===== config.mk =====
export PLATFORM = sky130hd
export DESIGN_NAME = numeric_format_spec_parser
export DESIGN_NICKNAME = d
export VERILOG_FILES = /design/src/nfsp_pkg.sv /design/src/nfsp_step.sv /design/src/numeric_format_spec_parser.sv
export SDC_FILE = /design/constraint.sdc
export NUM_CORES = 1
export LEC_CHECK = 0
export ABC_AREA = 1
export BUFFER_PORTS_ARGS = -buffer_cell sky130_fd_sc_hd__buf_2
export CAP_MARGIN = 10
export CORE_UTILIZATION = 35
export DETAILED_ROUTE_END_ITERATION = 8
export HOLD_SLACK_MARGIN = 0.1
export SYNTH_ARGS = -nofsm -noshare
export SYNTH_HDL_FRONTEND = slang
export SYNTH_HIERARCHICAL = 1
export SYNTH_SLANG_ARGS = --single-unit

===== constraint.sdc =====
create_clock -name clk -period 3.21 [get_ports clk]
set_input_delay 0 -clock clk [delete_from_list [all_inputs] [get_ports clk]]
set_output_delay 0 -clock clk [all_outputs]
set_load 0.02 [all_outputs]

===== src/nfsp_pkg.sv =====
// Types and character codes shared by the numeric format spec parser.
`timescale 1ns / 1ps
`default_nettype none
package nfsp_pkg;

	localparam int VALUE_BITS_DEF = 8;

	typedef enum logic [1:0] {
		PH_FLAGS,
		PH_NUM,
		PH_DONE
	} phase_t;

	typedef enum logic [2:0] {
		SF_NONE,
		SF_WIDTH,
		SF_WSTAR,
		SF_SIG,
		SF_LEFT,
		SF_EXP,
		SF_POINT,
		SF_SWITCH
	} subfield_t;

	typedef enum logic [2:0] {
		ST_OK,
		ST_BAD_FILL,
		ST_PREMATURE_END,
		ST_BAD_SUBFIELD,
		ST_MISPLACED_WIDTH,
		ST_BAD_TYPE
	} status_t;

	typedef struct packed {
		phase_t    phase;
		subfield_t sf;
		logic      fill_pending;
		logic      numeric_first;
		logic      dcn;
		logic      exp_head;
	} ctrl_t;

	localparam ctrl_t CTRL_RESET = '{
		phase: PH_FLAGS,
		sf: SF_NONE,
		fill_pending: 1'b0,
		numeric_first: 1'b1,
		dcn: 1'b0,
		exp_head: 1'b0
	};

	localparam logic [7:0] CH_NUL    = 8'h00;
	localparam logic [7:0] CH_SPACE  = 8'h20;
	localparam logic [7:0] CH_BANG   = 8'h21;
	localparam logic [7:0] CH_HASH   = 8'h23;
	localparam logic [7:0] CH_AMP    = 8'h26;
	localparam logic [7:0] CH_STAR   = 8'h2A;
	localparam logic [7:0] CH_PLUS   = 8'h2B;
	localparam logic [7:0] CH_COMMA  = 8'h2C;
	localparam logic [7:0] CH_MINUS  = 8'h2D;
	localparam logic [7:0] CH_DOT    = 8'h2E;
	localparam logic [7:0] CH_ZERO   = 8'h30;
	localparam logic [7:0] CH_NINE   = 8'h39;
	localparam logic [7:0] CH_SEMI   = 8'h3B;
	localparam logic [7:0] CH_QUEST  = 8'h3F;
	localparam logic [7:0] CH_AT     = 8'h40;
	localparam logic [7:0] CH_UPPE   = 8'h45;
	localparam logic [7:0] CH_UPPG   = 8'h47;
	localparam logic [7:0] CH_CARET  = 8'h5E;
	localparam logic [7:0] CH_LOWA   = 8'h61;
	localparam logic [7:0] CH_LOWE   = 8'h65;
	localparam logic [7:0] CH_LOWF   = 8'h66;
	localparam logic [7:0] CH_LOWG   = 8'h67;
	localparam logic [7:0] CH_LOWS   = 8'h73;
	localparam logic [7:0] CH_TILDE  = 8'h7E;

endpackage
`default_nettype wire


===== src/nfsp_step.sv =====
// Next-state and status decode for one format-string character.
`timescale 1ns / 1ps
`default_nettype none
module nfsp_step
	import nfsp_pkg::*;
#(
	parameter int VALUE_BITS = VALUE_BITS_DEF
) (
	input  wire logic [7:0]            ch,
	input  wire logic                  start_of_string,
	input  wire ctrl_t                 ctrl,
	input  wire logic [VALUE_BITS-1:0] accum,
	output ctrl_t                      ctrl_nxt,
	output logic [VALUE_BITS-1:0]      accum_nxt,
	output logic                       emit,
	output status_t                    status
);

	localparam int WW = VALUE_BITS + 4;
	localparam logic [WW-1:0] LIM = {4'b0000, {VALUE_BITS{1'b1}}};

	typedef struct packed {
		logic                  emit;
		status_t               st;
		subfield_t             sf;
		logic                  dcn;
		logic                  exp_head;
		logic [VALUE_BITS-1:0] acc;
	} top_t;

	function automatic logic is_digit(input logic [7:0] c);
		return (c >= CH_ZERO) && (c <= CH_NINE);
	endfunction

	function automatic logic [VALUE_BITS-1:0] sat_digit(input logic [VALUE_BITS-1:0] a,
		input logic [7:0] c);
		logic [WW-1:0] w;
		w = ({4'b0000, a} * WW'(10)) + WW'(c[3:0]);
		return (w > LIM) ? {VALUE_BITS{1'b1}} : w[VALUE_BITS-1:0];
	endfunction

	function automatic top_t top_fn(input logic [7:0] c, input logic first);
		top_t t;
		t.emit     = 1'b0;
		t.st       = ST_OK;
		t.sf       = SF_NONE;
		t.dcn      = 1'b0;
		t.exp_head = 1'b0;
		t.acc      = '0;
		if (is_digit(c) || (c == CH_STAR)) begin
			if (!first) begin
				t.emit = 1'b1;
				t.st   = ST_MISPLACED_WIDTH;
			end else if (is_digit(c)) begin
				t.sf  = SF_WIDTH;
				t.dcn = 1'b1;
				t.acc = VALUE_BITS'(c[3:0]);
			end else begin
				t.sf = SF_WSTAR;
			end
		end else begin
			unique case (c)
				CH_DOT: t.sf = SF_SIG;
				CH_SEMI: t.sf = SF_LEFT;
				CH_CARET: begin
					t.sf       = SF_EXP;
					t.exp_head = 1'b1;
				end
				CH_TILDE: t.sf = SF_POINT;
				CH_QUEST: t.sf = SF_SWITCH;
				CH_LOWF, CH_LOWG, CH_UPPG, CH_LOWE, CH_UPPE: t.emit = 1'b1;
				default: begin
					t.emit = 1'b1;
					t.st   = ST_BAD_TYPE;
				end
			endcase
		end
		return t;
	endfunction

	ctrl_t                 cur;
	logic [VALUE_BITS-1:0] acc_cur;
	logic                  use_top;
	logic                  head;
	top_t                  t;

	always_comb begin
		cur       = start_of_string ? CTRL_RESET : ctrl;
		acc_cur   = start_of_string ? '0 : accum;
		t         = top_fn(ch, cur.numeric_first);
		ctrl_nxt  = cur;
		accum_nxt = acc_cur;
		emit      = 1'b0;
		status    = ST_OK;
		use_top   = 1'b0;
		head      = (cur.sf == SF_EXP) && cur.exp_head;
		unique case (cur.phase)
			PH_FLAGS: begin
				if (cur.fill_pending) begin
					if ((ch < CH_SPACE) || (ch > CH_TILDE)) begin
						emit   = 1'b1;
						status = ST_BAD_FILL;
					end else begin
						ctrl_nxt.fill_pending = 1'b0;
					end
				end else begin
					unique case (ch)
						CH_PLUS, CH_MINUS, CH_HASH, CH_ZERO, CH_SPACE, CH_BANG,
						CH_COMMA, CH_AT: ;
						CH_AMP: ctrl_nxt.fill_pending = 1'b1;
						CH_NUL: begin
							emit   = 1'b1;
							status = ST_PREMATURE_END;
						end
						default: begin
							ctrl_nxt.phase = PH_NUM;
							use_top        = 1'b1;
						end
					endcase
				end
			end
			PH_NUM: begin
				if (cur.sf == SF_NONE) begin
					use_top = 1'b1;
				end else if (cur.sf == SF_WSTAR) begin
					ctrl_nxt.sf = SF_NONE;
					use_top     = (ch != CH_PLUS);
				end else begin
					if (head)
						ctrl_nxt.exp_head = 1'b0;
					priority if (head && ((ch == CH_LOWS) || (ch == CH_LOWA))) begin
					end else if (is_digit(ch)) begin
						accum_nxt    = sat_digit(acc_cur, ch);
						ctrl_nxt.dcn = 1'b1;
					end else if (ch == CH_STAR) begin
						if (cur.dcn) begin
							emit   = 1'b1;
							status = ST_BAD_SUBFIELD;
						end else begin
							ctrl_nxt.sf  = (cur.sf == SF_WIDTH) ? SF_WSTAR : SF_NONE;
							ctrl_nxt.dcn = 1'b0;
							accum_nxt    = '0;
						end
					end else if ((cur.sf == SF_LEFT) && ((ch == CH_PLUS) || (ch == CH_MINUS))) begin
						if (cur.dcn) begin
							emit   = 1'b1;
							status = ST_BAD_SUBFIELD;
						end else begin
							ctrl_nxt.dcn = 1'b1;
						end
					end else if ((cur.sf == SF_EXP) && (ch == CH_PLUS)) begin
						if (cur.dcn) begin
							emit   = 1'b1;
							status = ST_BAD_SUBFIELD;
						end
					end else if (ch == CH_NUL) begin
						emit   = 1'b1;
						status = ST_PREMATURE_END;
					end else begin
						use_top = 1'b1;
					end
				end
			end
			default: ;
		endcase
		if (use_top) begin
			ctrl_nxt.sf            = t.sf;
			ctrl_nxt.dcn           = t.dcn;
			ctrl_nxt.exp_head      = t.exp_head;
			ctrl_nxt.numeric_first = 1'b0;
			accum_nxt              = t.acc;
			emit                   = t.emit;
			status                 = t.st;
		end
		if (emit)
			ctrl_nxt.phase = PH_DONE;
	end

endmodule
`default_nettype wire


===== src/numeric_format_spec_parser.sv =====
// Top level of the numeric format spec parser.
// Takes one character per cycle; the parse state updates at the accepting edge and a
// status, when the character ends the string or hits an error, lands in a one-deep
// output register visible the next cycle. The rate is one character per cycle;
// in_ready drops only while a status is held untaken.
// After a status, characters are dropped silently until start_of_string.
`timescale 1ns / 1ps
`default_nettype none
module numeric_format_spec_parser
	import nfsp_pkg::*;
#(
	parameter int VALUE_BITS = VALUE_BITS_DEF
) (
	input  wire logic       clk,
	input  wire logic       arst_n,
	input  wire logic       in_valid,
	output logic            in_ready,
	input  wire logic [7:0] ch,
	input  wire logic       start_of_string,
	output logic            out_valid,
	input  wire logic       out_ready,
	output logic [2:0]      status
);

	ctrl_t                 ctrl_q;
	ctrl_t                 ctrl_nxt;
	logic [VALUE_BITS-1:0] accum_q;
	logic [VALUE_BITS-1:0] accum_nxt;
	logic                  emit;
	status_t               st;
	logic                  out_valid_q;
	status_t               status_q;
	logic                  accept;

	nfsp_step #(
		.VALUE_BITS(VALUE_BITS)
	) u_step (
		.ch(ch),
		.start_of_string(start_of_string),
		.ctrl(ctrl_q),
		.accum(accum_q),
		.ctrl_nxt(ctrl_nxt),
		.accum_nxt(accum_nxt),
		.emit(emit),
		.status(st)
	);

	assign in_ready  = !out_valid_q || out_ready;
	assign accept    = in_valid && in_ready;
	assign out_valid = out_valid_q;
	assign status    = status_q;

	always_ff @(posedge clk or negedge arst_n) begin
		if (!arst_n) begin
			ctrl_q      <= CTRL_RESET;
			accum_q     <= '0;
			out_valid_q <= 1'b0;
		end else begin
			if (accept) begin
				ctrl_q  <= ctrl_nxt;
				accum_q <= accum_nxt;
			end
			if (accept && emit)
				out_valid_q <= 1'b1;
			else if (out_ready)
				out_valid_q <= 1'b0;
		end
	end

	always_ff @(posedge clk) begin
		if (accept && emit)
			status_q <= st;
	end

endmodule
`default_nettype wire


# Word level (Yosys, flattened, before mapping)
# Index checks and enable logic that the tools add are counted.
# word_totals
reg_bits	13
in_bits	13
wordCells	136
# classes
magnitude_cmp	4
eq_ne	28
mux	76
reduce_logical	20
# ops
cell	n
$eq 8x6->1 const B	12
$eq 8x7->1 const B	10
$mux 3	19
$mux 1	38
$mux 2	12
$reduce_or 10->1	2
$pmux 3 s5	1
$mux 9	1
$ge 8x6->1 const B	1
$gt 8x7->1 const B	1
$le 8x6->1 const B	1
$logic_not 8->1	1
$lt 8x6->1 const B	1
$ne 8x6->1 const B	1
$logic_and 1x1->1	7
$mux 7	1
$eq 3x3->1 const B	2
$pmux 3 s2	1
$logic_or 1x1->1	5
$reduce_or 5->1	1
$mux 4	1
$pmux 1 s2	2
$eq 3x1->1 const B	1
$eq 3x2->1 const B	1
other kinds (5)	5

# Longest topological paths before layout
# depth
ltp_word	14
mapped_depth	16
depth_no_buf	16

# Modules after synthesis
# The synthesis kept the hierarchy.
# by_module_without_submodules
mod	instances	cells_each	area_per_inst_um2	seq_area_each_um2
nfsp_step	1	369	1941.9	0.0
numeric_format_spec_parser	1	84	859.6	541.8

# Worst setup path after synthesis
# OpenSTA, ideal clock, no wires.
# synth_path
kind	register to register
start	reg accum_q[1] (netlist name)
end	reg accum_q[6] (netlist name)
arrival_time_ns	2.658
path_slack_ns	0.488
stages_incl_launch_ff	17
period_less_slack_ns	2.722
cell_sequence	dfrtp_1 > nand2_2 > nor3_1 > nor2_1 > ha_1 > fa_1 > nand3_1 > or2_2 > nand2_1 > nor2_1 > nand2_1 > nand2_2 > nand3_1 > nand2_1 > a21oi_1 > nand3_1 > nand2_1

# Worst setup path in the final report
# layout_path
start	reg ctrl_q[8] in the netlist's numbering
end	reg status_q[1], in the netlist status[1] (enable)
# layout_between
elab_chain_cells	5
elab_cells_between_ends	7
# layout_lines
item	line_no	source
start: declaration	numeric_format_spec_parser.sv:25	ctrl_t ctrl_q;
start signal: assignment	numeric_format_spec_parser.sv:60	ctrl_q <= ctrl_nxt;
$mux 9 (*)	nfsp_step.sv:88	cur = start_of_string ? CTRL_RESET : ctrl;
$eq 2x1->1 or $logic_not 2->1 (tied branches)	nfsp_step.sv:97	unique case (cur.phase)
$pmux 1 s2	nfsp_step.sv:97	
$mux 1 (*)	nfsp_step.sv:166	if (use_top) begin
net emit	numeric_format_spec_parser.sv:29	logic emit;
$logic_and 1x1->1 (*)	numeric_format_spec_parser.sv:71	if (accept && emit)
end signal: assignment	numeric_format_spec_parser.sv:72	status_q <= st;
end: declaration	numeric_format_spec_parser.sv:32	status_t status_q;
# The timed path passes the listed nets; every way through them passes the cells marked *.
# A chain may end at the register's enable or synchronous reset.

==> out/qor.txt <==
Status: finished clean
Multi-input gate area: 962.2 µm²
Num Clock Sinks: 13
Vias post-DR: 1490
Number of global-route vias before repair: 1362
Final Max Slew Viols: 0
Worst path max stage delay: 460 ps
Max-cap viol count: 0
Setup Crit Path Kind: reg -> reg
VDD IR max: 0.0001735 V
Largest net degree at the start of global routing: 13
CP Data Arrival Time: 2130 ps
Worst hold slack: 148.8 ps
Port Buffers: 17
WL per Instance: 11.97 µm
DRT Pass-1 Iters: 5
Placed cell count: 290
Crit. End Element: register
Max clock buf depth: 2
Crit-path max FO: 6
DPL Wire Length: 2.958 mm
Post-DRT Antenna Nets: 0
Max Fclk: 453.0 MHz
RSZ-0062 raised after global routing: no
Initial Util: 37.53%
Static Leak: 0.8284 nW
Crit start category: register
Die X: 68.66 µm
I/O pins: 18
FILL cells: 460
CP cell instances: nor3_4 -> nand2_1 -> nor2_2 -> nand2_4 -> nor2_2 -> nand3_2 -> nand2_1 -> a21oi_2 -> nand2_2 -> inv_1 -> nor2_1
First-pass GRT wire length: 6.147 mm
Worst R2R Setup Slack: 1000 ps
Reg clk slew, reported paths: 50 ps
Worst path required time: 3130 ps
Drt drc: 0
Setup_tns: 0 ps
Synth Net Count: 245
Die area: 0.004714 mm²
Congestion Overflow GR: 0
Die Y: 68.66 µm
CP Buf/Inv Count: 1
Clk root buf: clkbuf_8
Setup bufs post-CTS: 0
Register area: 341.6 µm²
DR iter-0 viols: 119
Power Density: 351.3 mW/mm²
Top delay family on crit path: simple AND/OR/NAND/NOR gates
Row count: 23
Layout Utilization: 39.73%
Tot Pwr: 0.5784 mW
WP depth: 11
Reg2reg path depth: 11
P&R area growth vs syn: 5.873%
Post-Route WL: 3.544 mm
Slew HR: 55.58%
Core area: 0.004144 mm²
# diodes: 0
Final setup skew: 0.9264 ps
CTS tree: yes
Reg-to-reg startpoint: ctrl_q[8]
Final nets: 260
Final non-filler cell total: 296
Num CTS Buffers: 3
Vias/cell: 5.034
Initial antenna violation count: 0
GP Congestion: 0.8142
R2r endpoint: status[1]
Htree depth: 1
Final Cycle Share: 68.77%
All-Layer GR Usage: 17.32%
Post-Syn Instances: 232
Yosys warning count: 6
Endpoints failing setup: 0
CP max-delay cell: dfrtp_1
Min-delay worst type: in -> async
Share of cells above drive strength 1: 28.05%
Worst-Margin Slew: 658.0 ps
Tmin final: 2207 ps
Syn_area_per_cell: 6.704 µm²
Skew-Pair Late Insertion Delay: 240 ps
Fin. Hold Viols: 0
Mapped cell area: 0.001555 mm²
-- worst max-delay path by stage --
stage	from	slack [ps]	to
5_1_grt	ctrl_q[7]	860	status[2]
4_1_cts	ctrl_q[8]	1010	status[1]
2_1_floorplan	ctrl_q[8]	1270	status[0]
3_5_place_dp	ctrl_q[8]	1020	status[1]
6_report	ctrl_q[8]	1000	status[1]
3_3_place_gp	ctrl_q[7]	1050	status[1]
-- cell usage in the layout (no fill, tap or decap) --
cell and count:
clkinv_2 2, nor3_4 1, nor2_4 1, o21ai_2 5, clkbuf_8 3, buf_2 17
nand4_1 7, a21oi_2 2, nor2_2 7, dfstp_2 1, nor3_2 3, nand3b_1 2
edfxtp_1 3, a211oi_1 1, inv_2 4, o21ai_1 2, inv_1 28, o21ai_4 2
o311ai_0 1, nand3_2 4, clkbuf_1 1, o21bai_1 1, nand2_2 12, nor3_1 1
o21a_1 2, nand3_1 19, dlygate4sd3_1 2, o22ai_1 1, nand2_4 5, a21oi_1 3
o21ai_0 8, o211ai_1 1, nor2_1 23, dfrtp_1 9, nand2_1 62
-- per-stage QoR --
step | cell area (µm²) | setup slack (ps)
finish | 1647 | 1003
floorplan | 1555 | 1267
detailed placement | 1582 | 1016
CTS | 1647 | 1011
global route | 1647 | 861.9
global placement | 1582 | 1053
-- power breakdown --
| part | internal, mW | switching (mW) | total [mW] |
|---|---|---|---|
| Clock | 0.0876 | 0.0576 | 0.145 |
| Sequential | 0.197 | 0.0235 | 0.221 |
| Combinational | 0.0686 | 0.144 | 0.212 |
-- layout make-up --
cell class,instances,area share (%)
Sequential cell,13,20.74
Multi-Input combinational cell,176,58.43
Timing Repair Buffer,19,6.383
Inverter,34,7.903
Tap cell,50,3.799
Clock buffer,4,2.736
-- sequential cells by signal, summed over array words and instances (netlist names) --
signal     flops
status         3
out_valid      1
ctrl_q         9
-- timing repair --
item | CTS | global route
endpoints found under the hold margin | 11 | 0
setup endpoints to repair | 0 | 0
hold buffers | 2 | 0
resized for setup | 0 | 0
-- per-layer routing --
metal / wire length [µm] / track usage, % / vias up
met2: 1677 / 29.04 / 37
met5: 0 / 0 / -
li1: - / - / 765
met4: 8 / 1.563 / 0
met1: 1705 / 23.56 / 686
met3: 153 / 3.454 / 2
Power figures use the tool's default switching activity.
